===== config.mk =====
export PLATFORM = sky130hd
export DESIGN_NAME = day_number_to_calendar_date_top
export DESIGN_NICKNAME = d
export VERILOG_FILES = /design/src/dncd_pkg.sv /design/src/dncd_date_pipe.sv /design/src/dncd_time_pipe.sv /design/src/day_number_to_calendar_date_top.sv
export VERILOG_INCLUDE_DIRS = /design/src /design/src/src
export SDC_FILE = /design/constraint.sdc
export NUM_CORES = 2
export LEC_CHECK = 0
export BUFFER_PORTS_ARGS = -buffer_cell sky130_fd_sc_hd__clkbuf_2
export CORE_MARGIN = 2
export CORE_UTILIZATION = 65
export CTS_CLUSTER_DIAMETER = 30
export DETAILED_ROUTE_END_ITERATION = 12
export HOLD_SLACK_MARGIN = 0.12
export PLACE_DENSITY_LB_ADDON = 0.12
export SETUP_SLACK_MARGIN = 0.1
export SYNTH_ARGS = -nofsm -noshare
export SYNTH_HDL_FRONTEND = slang
export SYNTH_SLANG_ARGS = --single-unit

===== constraint.sdc =====
create_clock -name clk -period 7.45 [get_ports clk]
set_clock_uncertainty 0.1 [all_clocks]
set_input_delay 1.49 -clock clk [delete_from_list [all_inputs] [get_ports clk]]
set_output_delay 1.49 -clock clk [all_outputs]
set_load 0.05 [all_outputs]

===== src/day_number_to_calendar_date_top_defines.svh =====
// Assertion helpers for the top-level design file.
`ifndef DAY_NUMBER_TO_CALENDAR_DATE_TOP_DEFINES_SVH
`define DAY_NUMBER_TO_CALENDAR_DATE_TOP_DEFINES_SVH

`ifndef SYNTHESIS
// Check a property on every rising clock edge while reset is released.
`define DNCD_ASSERT(lbl, clk, rst_n, prop) \
	lbl: assert property (@(posedge clk) disable iff (!rst_n) (prop)) \
		else $error("%m: assertion failed");
// Check a property on every rising clock edge, reset included.
`define DNCD_ASSERT_ALWAYS(lbl, clk, prop) \
	lbl: assert property (@(posedge clk) (prop)) \
		else $error("%m: assertion failed");
`else
`define DNCD_ASSERT(lbl, clk, rst_n, prop)
`define DNCD_ASSERT_ALWAYS(lbl, clk, prop)
`endif

`endif


===== src/dncd_pkg.sv =====
package dncd_pkg;

	// Scale of second_scaled: seconds times 2^FRACTION_BITS, from 16 to 32.
	localparam int FRACTION_BITS = 32;

	// Supported modified Julian day numbers.
	localparam logic signed [22:0] DAY_LOW  = -23'sd2400000;
	localparam logic signed [22:0] DAY_HIGH = 23'sd2973483;

	// Julian day number offset and the first Gregorian Julian day number.
	localparam logic signed [23:0] JD_OFFSET = 24'sd2400001;
	localparam logic [22:0]        SWITCH_JD = 23'd2299161;

	// 4*A - 7468865 written directly in terms of the modified day number.
	localparam logic signed [24:0] B_BIAS = 25'sd2131139;

	// Exact division by constants through rounded-up reciprocals.
	localparam int B_SHIFT = 43;
	localparam logic [25:0] B_MUL =
		26'(((64'd1 << B_SHIFT) + 64'd146096) / 64'd146097);
	localparam int D_SHIFT = 40;
	localparam logic [27:0] D_MUL =
		28'(((64'd1 << D_SHIFT) + 64'd7304) / 64'd7305);
	// Month index F = floor(10000 * (C - E) / 306001) in one product.
	localparam int F_SHIFT = 32;
	localparam logic [27:0] F_MUL =
		28'(((64'd10000 << F_SHIFT) + 64'd306000) / 64'd306001);

	localparam logic [22:0] C_JULIAN_ADD    = 23'd1524;
	localparam logic [22:0] C_GREGORIAN_ADD = 23'd1525;
	localparam logic [26:0] D_BIAS          = 27'd2442;
	localparam logic signed [15:0] YEAR_BIAS = 16'sd4715;

	// Result fields of the date path.
	typedef struct packed {
		logic [14:0] year;
		logic [3:0]  month;
		logic [4:0]  day_of_month;
		logic        range_error;
	} date_t;

	// Result fields of the time-of-day path.
	typedef struct packed {
		logic [4:0]  hour;
		logic [5:0]  minute;
		logic [37:0] second_scaled;
	} tod_t;

	// Days before month index f: floor(306001 * f / 10000).
	function automatic logic [8:0] month_start(input logic [3:0] f);
		logic [8:0] days;
		case (f)
			4'd0:    days = 9'd0;
			4'd1:    days = 9'd30;
			4'd2:    days = 9'd61;
			4'd3:    days = 9'd91;
			4'd4:    days = 9'd122;
			4'd5:    days = 9'd153;
			4'd6:    days = 9'd183;
			4'd7:    days = 9'd214;
			4'd8:    days = 9'd244;
			4'd9:    days = 9'd275;
			4'd10:   days = 9'd306;
			4'd11:   days = 9'd336;
			4'd12:   days = 9'd367;
			4'd13:   days = 9'd397;
			4'd14:   days = 9'd428;
			default: days = 9'd459;
		endcase
		return days;
	endfunction

endpackage


===== src/dncd_date_pipe.sv =====
module dncd_date_pipe (
	input  logic               clk,
	input  logic signed [22:0] day_number,
	output dncd_pkg::date_t    date
);
	import dncd_pkg::*;

	// Stage 1: range check, Julian day number and the century term operand.
	logic [22:0] a_s1;
	logic        greg_s1;
	logic        err_s1;
	logic [24:0] xb_s1;
	logic signed [23:0] jd_full;
	logic signed [24:0] xb_full;

	always_comb begin
		jd_full = $signed({day_number[22], day_number}) + JD_OFFSET;
		xb_full = $signed({day_number, 2'b00}) + B_BIAS;
	end

	always_ff @(posedge clk) begin
		a_s1    <= jd_full[22:0];
		greg_s1 <= (jd_full[22:0] >= SWITCH_JD);
		err_s1  <= (day_number < DAY_LOW) || (day_number > DAY_HIGH);
		xb_s1   <= xb_full;
	end

	// Stage 2: century count B as a reciprocal product.
	logic [50:0] pb_s2;
	logic [22:0] a_s2;
	logic        greg_s2;
	logic        err_s2;

	always_ff @(posedge clk) begin
		pb_s2   <= 51'(xb_s1) * 51'(B_MUL);
		a_s2    <= a_s1;
		greg_s2 <= greg_s1;
		err_s2  <= err_s1;
	end

	// Stage 3: calendar-corrected day count C and the year operand 20*C - 2442.
	logic [6:0]  b;
	logic [22:0] c_next;
	logic [22:0] c_s3;
	logic [26:0] xd_s3;
	logic        err_s3;

	always_comb begin
		b = pb_s2[B_SHIFT +: 7];
		if (greg_s2) begin
			c_next = a_s2 + 23'(b) - 23'(b >> 2) + C_GREGORIAN_ADD;
		end else begin
			c_next = a_s2 + C_JULIAN_ADD;
		end
	end

	always_ff @(posedge clk) begin
		c_s3   <= c_next;
		xd_s3  <= 27'({c_next, 4'b0000}) + 27'({c_next, 2'b00}) - D_BIAS;
		err_s3 <= err_s2;
	end

	// Stage 4: year count D as a reciprocal product.
	logic [54:0] pd_s4;
	logic [22:0] c_s4;
	logic        err_s4;

	always_ff @(posedge clk) begin
		pd_s4  <= 55'(xd_s3) * 55'(D_MUL);
		c_s4   <= c_s3;
		err_s4 <= err_s3;
	end

	// Stage 5: days in the year so far, C - E.
	logic [13:0] d;
	logic [22:0] e;
	logic [22:0] ce_full;
	logic [13:0] d_s5;
	logic [8:0]  ce_s5;
	logic        err_s5;

	always_comb begin
		d       = pd_s4[D_SHIFT +: 14];
		e       = 23'(d) * 23'd365 + 23'(d >> 2);
		ce_full = c_s4 - e;
	end

	always_ff @(posedge clk) begin
		d_s5   <= d;
		ce_s5  <= ce_full[8:0];
		err_s5 <= err_s4;
	end

	// Stage 6: month index F as a reciprocal product.
	logic [36:0] pf_s6;
	logic [13:0] d_s6;
	logic [8:0]  ce_s6;
	logic        err_s6;

	always_ff @(posedge clk) begin
		pf_s6  <= 37'(ce_s5) * 37'(F_MUL);
		d_s6   <= d_s5;
		ce_s6  <= ce_s5;
		err_s6 <= err_s5;
	end

	// Stage 7: day, month and year; a day out of range gives a zero date.
	logic [3:0]  f;
	logic [3:0]  month_c;
	logic [8:0]  day_c;
	logic signed [15:0] year_c;
	date_t       date_s7;

	always_comb begin
		f     = pf_s6[F_SHIFT +: 4];
		day_c = ce_s6 - month_start(f);
		if (f >= 4'd14) begin
			month_c = f - 4'd13;
		end else begin
			month_c = f - 4'd1;
		end
		year_c = $signed({2'b00, d_s6}) - YEAR_BIAS - $signed({15'd0, (month_c >= 4'd3)});
	end

	always_ff @(posedge clk) begin
		date_s7.range_error <= err_s6;
		if (err_s6) begin
			date_s7.year         <= '0;
			date_s7.month        <= '0;
			date_s7.day_of_month <= '0;
		end else begin
			date_s7.year         <= year_c[14:0];
			date_s7.month        <= month_c;
			date_s7.day_of_month <= day_c[4:0];
		end
	end

	assign date = date_s7;

endmodule


===== src/dncd_time_pipe.sv =====
module dncd_time_pipe (
	input  logic          clk,
	input  logic [31:0]   day_fraction,
	output dncd_pkg::tod_t tod
);
	import dncd_pkg::*;

	// Stages 1 to 4: the fraction waits so that the time lines up with the date.
	logic [31:0] frac_s1;
	logic [31:0] frac_s2;
	logic [31:0] frac_s3;
	logic [31:0] frac_s4;

	always_ff @(posedge clk) begin
		frac_s1 <= day_fraction;
		frac_s2 <= frac_s1;
		frac_s3 <= frac_s2;
		frac_s4 <= frac_s3;
	end

	// Stage 5: hours as the integer part of 24 times the fraction.
	logic [36:0] t1_s5;

	always_ff @(posedge clk) begin
		t1_s5 <= 37'(frac_s4) * 37'd24;
	end

	// Stage 6: minutes from the remainder of the hour.
	logic [4:0]  hour_s6;
	logic [37:0] t2_s6;

	always_ff @(posedge clk) begin
		hour_s6 <= t1_s5[36:32];
		t2_s6   <= 38'(t1_s5[31:0]) * 38'd60;
	end

	// Stage 7: scaled seconds from the remainder of the minute.
	logic [37:0] t3;
	tod_t        tod_s7;

	always_comb begin
		t3 = 38'(t2_s6[31:0]) * 38'd60;
	end

	always_ff @(posedge clk) begin
		tod_s7.hour          <= hour_s6;
		tod_s7.minute        <= t2_s6[37:32];
		tod_s7.second_scaled <= t3 >> (32 - FRACTION_BITS);
	end

	assign tod = tod_s7;

endmodule


===== src/day_number_to_calendar_date_top.sv =====
// Each transaction taken on start gives a done strobe from the last pipeline stage.
// Throughput: one transaction per cycle; busy stays low, so start is always taken.
// The rate is set by the seven-stage pipeline, with at most one constant multiplier
// per path in any stage.
// Reset clears only the valid bits of the pipeline; no done strobe follows reset.
// The receiver cannot stall, and each result is shown for exactly one cycle.
`include "day_number_to_calendar_date_top_defines.svh"

module day_number_to_calendar_date_top (
	input  logic               clk,
	input  logic               arst_n,
	input  logic               start,
	output logic               busy,
	input  logic signed [22:0] day_number,
	input  logic [31:0]        day_fraction,
	output logic               done,
	output logic signed [14:0] year,
	output logic [3:0]         month,
	output logic [4:0]         day_of_month,
	output logic [4:0]         hour,
	output logic [5:0]         minute,
	output logic [37:0]        second_scaled,
	output logic               range_error
);
	import dncd_pkg::*;

	// The pipeline always advances, so a transaction can be taken every cycle.
	logic accept;

	assign busy   = 1'b0;
	assign accept = start && !busy;

	// Valid bits that travel alongside the data stages.
	logic valid_s1;
	logic valid_s2;
	logic valid_s3;
	logic valid_s4;
	logic valid_s5;
	logic valid_s6;
	logic valid_s7;

	always_ff @(posedge clk or negedge arst_n) begin
		if (!arst_n) begin
			valid_s1 <= 1'b0;
			valid_s2 <= 1'b0;
			valid_s3 <= 1'b0;
			valid_s4 <= 1'b0;
			valid_s5 <= 1'b0;
			valid_s6 <= 1'b0;
			valid_s7 <= 1'b0;
		end else begin
			valid_s1 <= accept;
			valid_s2 <= valid_s1;
			valid_s3 <= valid_s2;
			valid_s4 <= valid_s3;
			valid_s5 <= valid_s4;
			valid_s6 <= valid_s5;
			valid_s7 <= valid_s6;
		end
	end

	// Date and time-of-day paths run side by side with equal depth.
	date_t date;
	tod_t  tod;

	dncd_date_pipe u_date (
		.clk        (clk),
		.day_number (day_number),
		.date       (date)
	);

	dncd_time_pipe u_time (
		.clk          (clk),
		.day_fraction (day_fraction),
		.tod          (tod)
	);

	// Result ports come straight from the last stage registers.
	assign done          = valid_s7;
	assign year          = $signed(date.year);
	assign month         = date.month;
	assign day_of_month  = date.day_of_month;
	assign range_error   = date.range_error;
	assign hour          = tod.hour;
	assign minute        = tod.minute;
	assign second_scaled = tod.second_scaled;

	// Every accepted transaction produces its done strobe.
	`DNCD_ASSERT(a_latency, clk, arst_n, accept |-> ##7 done)
	// A day out of range clears the whole date.
	`DNCD_ASSERT(a_err_zero, clk, arst_n,
		(done && range_error) |-> (year == 15'sd0 && month == 4'd0 && day_of_month == 5'd0))
	// A supported day gives a real month and day.
	`DNCD_ASSERT(a_date_ok, clk, arst_n,
		(done && !range_error) |-> (month >= 4'd1 && month <= 4'd12 &&
		day_of_month >= 5'd1 && day_of_month <= 5'd31))
	// Hour and minute stay within a day and an hour.
	`DNCD_ASSERT(a_tod_ok, clk, arst_n, done |-> (hour <= 5'd23 && minute <= 6'd59))
	// The pipeline never refuses a transaction.
	`DNCD_ASSERT_ALWAYS(a_never_busy, clk, !busy)

endmodule

## After elaboration in Yosys (flattened, before gate mapping)

Memories as Yosys holds them, arrays and structs flattened. A register that Yosys moved wholly into a read port is not among the register bits.
Cells that the tools add are included.

| word-level totals | value |
|---|---|
| register bits after elaboration | 585 |
| ROM bits | 144 |
| input bits | 58 |
| output and inout bits | 76 |
| word-level logic and storage cells | 73 |
| memories kept | 1 |

| operators by class | value |
|---|---|
| $add $sub $neg | 15 |
| $mul | 7 |
| magnitude comparators | 5 |
| muxes and demuxes | 2 |
| reduce and logical (&&, ||, !) cells | 1 |

Memory list:

| memory | words | width | rd ports | clocked after memory_dff | write ports | RTL line | text |
|---|---|---|---|---|---|---|---|
| (name not given) | 16 | 9 | 1 | 1 | 0 | dncd_pkg.sv:52 | `case (f)` |

Operator list:

| cell | number |
|---|---|
| 27-bit by 28-bit multiplier with 54-bit output (second input constant) | 1 |
| 25-bit by 24-bit multiplier with 48-bit output (second input constant) | 1 |
| 23-bit by 11-bit adder with 23-bit output (second input constant) | 2 |
| 9-bit by 27-bit multiplier with 35-bit output (second input constant) | 1 |
| 30-bit by 4-bit multiplier with 34-bit output (second input constant) | 1 |
| 32-bit by 2-bit multiplier with 34-bit output (second input constant) | 1 |
| 29-bit by 4-bit multiplier with 33-bit output (second input constant) | 1 |
| 27-bit by 25-bit adder with 27-bit output | 1 |
| 27-bit by 12-bit subtractor with 27-bit output (second input constant) | 1 |
| 25-bit by 23-bit adder with 25-bit output (second input constant) | 1 |
| 23-bit adder (second input constant) | 1 |
| 23-bit by 7-bit adder with 23-bit output | 1 |
| 23-bit by 22-bit greater-or-equal comparator with 1-bit output (second input constant) | 1 |
| 23-bit > comparator (second input constant) | 1 |
| 23-bit < comparator (second input constant) | 1 |
| 23-bit 2-to-1 mux | 1 |
| 23-bit by 5-bit subtractor with 23-bit output | 1 |
| 14-bit by 13-bit subtractor with 15-bit output (second input constant) | 1 |
| 15-bit by 2-bit subtractor with 15-bit output | 1 |
| 14-bit by 9-bit multiplier with 9-bit output (second input constant) | 1 |
| 9-bit adder | 1 |
| 9-bit subtractor | 1 |
| 5-bit subtractor | 1 |
| 4-bit by 2-bit greater-or-equal comparator with 1-bit output (second input constant) | 1 |
| 5 further kinds | 5 |

## Depth between registers and ports, before layout

| depth | value |
|---|---|
| depth in word-level cells | 6 |
| depth in mapped cells | 27 |
| depth with buffers taken out | 27 |

## Hierarchy

Synthesis repeated with hierarchy kept, for this count alone.

| second synthesis, totals | value |
|---|---|
| cell total of the unflattened synthesis | 4688 |
| area, all modules | 47310.4 um^2 |

Modules (own cells, without submodules):

| module | instances | cells each | area an instance (um^2) | seq. area each (um^2) |
|---|---|---|---|---|
| dncd_date_pipe | 1 | 3478 | 34713.3 | 4344.2 |
| dncd_time_pipe | 1 | 1201 | 12410.7 | 4844.6 |
| day_number_to_calendar_date_top | 1 | 9 | 186.4 | 175.2 |

## Worst setup path before layout

Ideal clock, no wire load.

| timing | value |
|---|---|
| kind | reg-to-reg |
| from | register u_date.xd_s3[21] |
| to | register u_date.pd_s4[53] |
| setup time | 72 ps |
| arrival | 6661 ps |
| required time | 7278 ps |
| slack | 617 ps |
| stages on the path, launching flop included | 24 |
| path buffers | 0 |
| clock period less this slack | 6833 ps |
| cells stage by stage | dfxtp_1 inv_1 fa_1 inv_1 fa_1 inv_1 fa_1 inv_1 fa_1 fa_1 fa_1 inv_1 fa_1 inv_1 ha_1 a31o_2 o21ai_0 a21oi_1 a2111oi_0 a211o_1 a21boi_1 a211o_1 a31oi_1 xnor2_1 |

| on the way | value |
|---|---|
| longest elaborated chain between the ends | 1 |

Ends and longest elaborated chain:

| item | RTL line | text |
|---|---|---|
| start: declaration | dncd_date_pipe.sv:45 | `logic [26:0] xd_s3;` |
| start signal: assignment | dncd_date_pipe.sv:59 | `xd_s3 <= 27'({c_next, 4'b0000}) + 27'({c_next, 2'b00}) - D_BIAS;` |
| 27-bit by 28-bit multiplier with 54-bit output | dncd_date_pipe.sv:69 | `pd_s4 <= 55'(xd_s3) * 55'(D_MUL);` |
| end signal: assignment | dncd_date_pipe.sv:69 |  |
| end: declaration | dncd_date_pipe.sv:64 | `logic [54:0] pd_s4;` |

Every way passes these cells.
A chain may end at the register's enable or synchronous reset.

## Worst setup path after layout

| timing | value |
|---|---|
| from | register u_date.xb_s1[13] |
| to | register u_date.pb_s2[49] |

| on the way | value |
|---|---|
| longest elaborated chain between the ends | 1 |

Ends and longest elaborated chain:

| item | RTL line | text |
|---|---|---|
| start: declaration | dncd_date_pipe.sv:12 | `logic [24:0] xb_s1;` |
| start signal: assignment | dncd_date_pipe.sv:25 | `xb_s1 <= xb_full;` |
| 25-bit by 24-bit multiplier with 48-bit output | dncd_date_pipe.sv:35 | `pb_s2 <= 51'(xb_s1) * 51'(B_MUL);` |
| end signal: assignment | dncd_date_pipe.sv:35 |  |
| end: declaration | dncd_date_pipe.sv:29 | `logic [50:0] pb_s2;` |

Every way passes these cells.

==> qor.yml <==
clock_path_buffers: 3
drt-pass1-iter-count: 5
cts-htree-levels: 3
grt_pass1_vias: 31948
antenna_cells: 0
fill_cells: 5140
numCtsBuffers: 88
cts_tree: "built"
final_cell_area_um2: 50700
initial_utilization_pct: 65.5
finalSetupTns_ns: 0
cp_max_fo: 7
grt_pass1_wl_um: 159000
layout_commonest_cell: "inv_1"
cp-end-kind: "flop"
synth_area_um2: 45700
areaGrowthSynthToFinish_pct: 11.0
crit_path_start_kind: "flop"
required_ns: 7.86
instances_no_fill: 5576
r2r-start: "u_date.xb_s1[13]$_DFF_P_"
rsz0062_at_grt: "no"
post-synth-top-area-fraction_pct: 30.0
finalHoldViolCount: 0
startpoint: "u_date.xb_s1[13]$_DFF_P_"
hpwlAfterDp_um: 81600
layout_common_cells: "1049 x inv_1, 820 x ha_1, 685 x fa_1"
holdCritPathClass: "reg2reg"
io_buffer_count: 125
outcome: "completed"
dieArea_um2: 72500
final-max-slew-violation-count: 0
synth-main-ff-cell: "dfxtp_1"
grt_max_degree: 29
setup_violations: 0
dp.cells: 5410
dr_total_vias: 29336
vias_per_cell: 5.26
clk_pin_slew_ns: 0.05
die_w_um: 269
num-nets-final: 6127
postPlaceCellArea_um2: 47600
wl_per_cell_um: 17.2
drtIter0Drc: 1346
ios: 134
insertion_delay_ns: 0.63
critPathKind: "reg2reg"
grt-ovfl-total: 0
antenna_found_initial: 1
ys_seq_elements: 466
worstMarginPinSlew_ns: 0.956
finalCriticalPeriod_ns: 6.98
syn_inst: 4343
synth.avg_cell_area_um2: 10.5
slew_headroom_pct: 34.6
cts_num_sinks: 466
rows: 97
final_util_pct: 72.7
globalplace.congestion: 0.947
synth_area_leaders: "fa_1 30%, ha_1 22%, dfxtp_1 20%, inv_1 8.6%, xnor2_1 3.4%"
drive_above_1_share_pct: 8.13
cp.arrival_ns: 7.39
design.core.area_um2: 69800
yosysSeqAreaShare_pct: 20.5
fmax_ghz: 0.143
yosysTopAreaCell: "fa_1"
wirelength_um: 95700
drv_cap: 0
min_period_over_period_pct: 93.7
synth_edf_count: 0
die_y_um: 269
synth_cell_types: 93
hp-start: "u_date.d_s5[8]$_DFF_P_"
synth_warnings: 0
cts_root_buffer: "clkbuf_16"
drc: 0
grtUsageTotal_pct: 27.6
ant_nets: 0
async_flop_share_pct: 1.50
[worst max-delay path, stage by stage (launching register included)]
cell	delay [ns]
dfxtp_1	0.62
ha_1	0.43
ha_1	0.35
fa_1	0.50
inv_1	0.05
fa_1	0.47
inv_1	0.06
fa_1	0.55
inv_1	0.06
fa_1	0.52
inv_1	0.05
fa_1	0.48
ha_1	0.38
nand4_1	0.10
or2_1	0.27
a2111o_1	0.49
a2111oi_2	0.37
buf_4	0.21
o221ai_2	0.15
o2111ai_2	0.25
a21o_1	0.18
a21oi_1	0.08
xnor2_1	0.12
[worst paths after layout]
check,end,slack [ns],cells after the start
hold / removal,u_date.d_s6[8]$_DFF_P_,0.20,0
hold reg to reg,u_date.d_s6[8]$_DFF_P_,0.20,0
setup reg to reg,u_date.pb_s2[49]$_DFF_P_,0.47,22
max in group asynchronous,valid_s4$_DFF_PN0_,6.50,1
min in group asynchronous,done$_DFF_PN0_,0.59,1
setup / recovery,u_date.pb_s2[49]$_DFF_P_,0.47,22
[synthesized netlist by cell type, drive strengths merged, types with 12 or more instances]
| cell type | number |
|---|---|
| inv | 1051 |
| ha | 821 |
| fa | 685 |
| dfxtp | 459 |
| xnor2 | 178 |
| a21oi | 166 |
| nor2 | 147 |
| nand2 | 109 |
| a21o | 94 |
| o21ai | 90 |
| xor2 | 71 |
| nand3 | 46 |
| nor3 | 39 |
| o21bai | 25 |
| nor2b | 24 |
| nand4 | 23 |
| or2 | 23 |
| nand2b | 21 |
| a31oi | 20 |
| buf | 20 |
| or3 | 17 |
| clkbuf | 16 |
| a211o | 15 |
| o211ai | 15 |
| o21a | 15 |
| and3 | 14 |
| a2111oi | 13 |
| a211oi | 12 |
[sequential cells by signal (all words and copies together), names as in the netlist, 7 cells and up, named ones only]
register        flops
u_time.frac_s4     32
u_date.xd_s3       25
u_date.c_s3         9
u_date.c_s4         9
u_date.xb_s1       23
u_time.frac_s2     32
u_date.date        25
u_date.d_s5        14
u_time.frac_s3     32
u_date.ce_s5        9
u_date.d_s6        14
u_date.a_s1        23
u_time.t1_s5       34
u_time.frac_s1     32
u_date.a_s2        23
u_time.t2_s6       33
u_date.pd_s4       14
u_time.tod         42
u_date.pb_s2        7
[metal layers]
layer  routed length (um)  share of wire [%]  GRT usage [%]  vias to the layer above
li1                     -                  -              -                    14258
met1                41700                 44           36.1                    14301
met2                46200                 48           47.1                      613
met3                 5020                5.2           4.91                      164
met4                 2780                2.9           8.50                        0
met5                    0                  0              0                        -
[stage by stage]
stage / worst slack, ns / hold slack, ns
2_1_floorplan: 0.617 / 0.210
3_3_place_gp: 0.306 / 0.210
3_5_place_dp: 0.146 / 0.212
4_1_cts: 0.180 / 0.204
5_1_grt: 0.118 / 0.210
6_report: 0.467 / 0.199
[final cells by class]
type	count	area [um2]	area share, %
multi-input cells	2797	32300	63.6
repair buffers	159	881	1.74
inverters	1051	3950	7.78
clock buffers	103	2330	4.59
well taps	940	1180	2.32
flip-flops and latches	466	9370	18.5
clock inverters	60	759	1.50
[timing repair]
item	CTS	global route
setup endpoints to repair	4	14
buffers inserted	0	3
hold buffers	0	0
gates resized for setup	1	16
pin swaps	0	1
[cell families (layout without fill, tap and decap cells)]
family | after synthesis | after routing | synth area share (%)
muxes | 8 | 8 | 0.181
and+or+nand+nor | 496 | 496 | 5.33
buffers and inverters | 1087 | 1373 | 9.04
other | 1 | 8 | 0.00820
AOI/OAI and AO/OA | 529 | 529 | 7.68
xor gates and xnor gates | 249 | 249 | 4.77
adders and majority gates | 1507 | 1507 | 52.5
DFF | 466 | 466 | 20.5
Power is left out: the tool's default activity adds up to more than one toggle a clock period on the data nets, which glitch-free logic cannot reach.
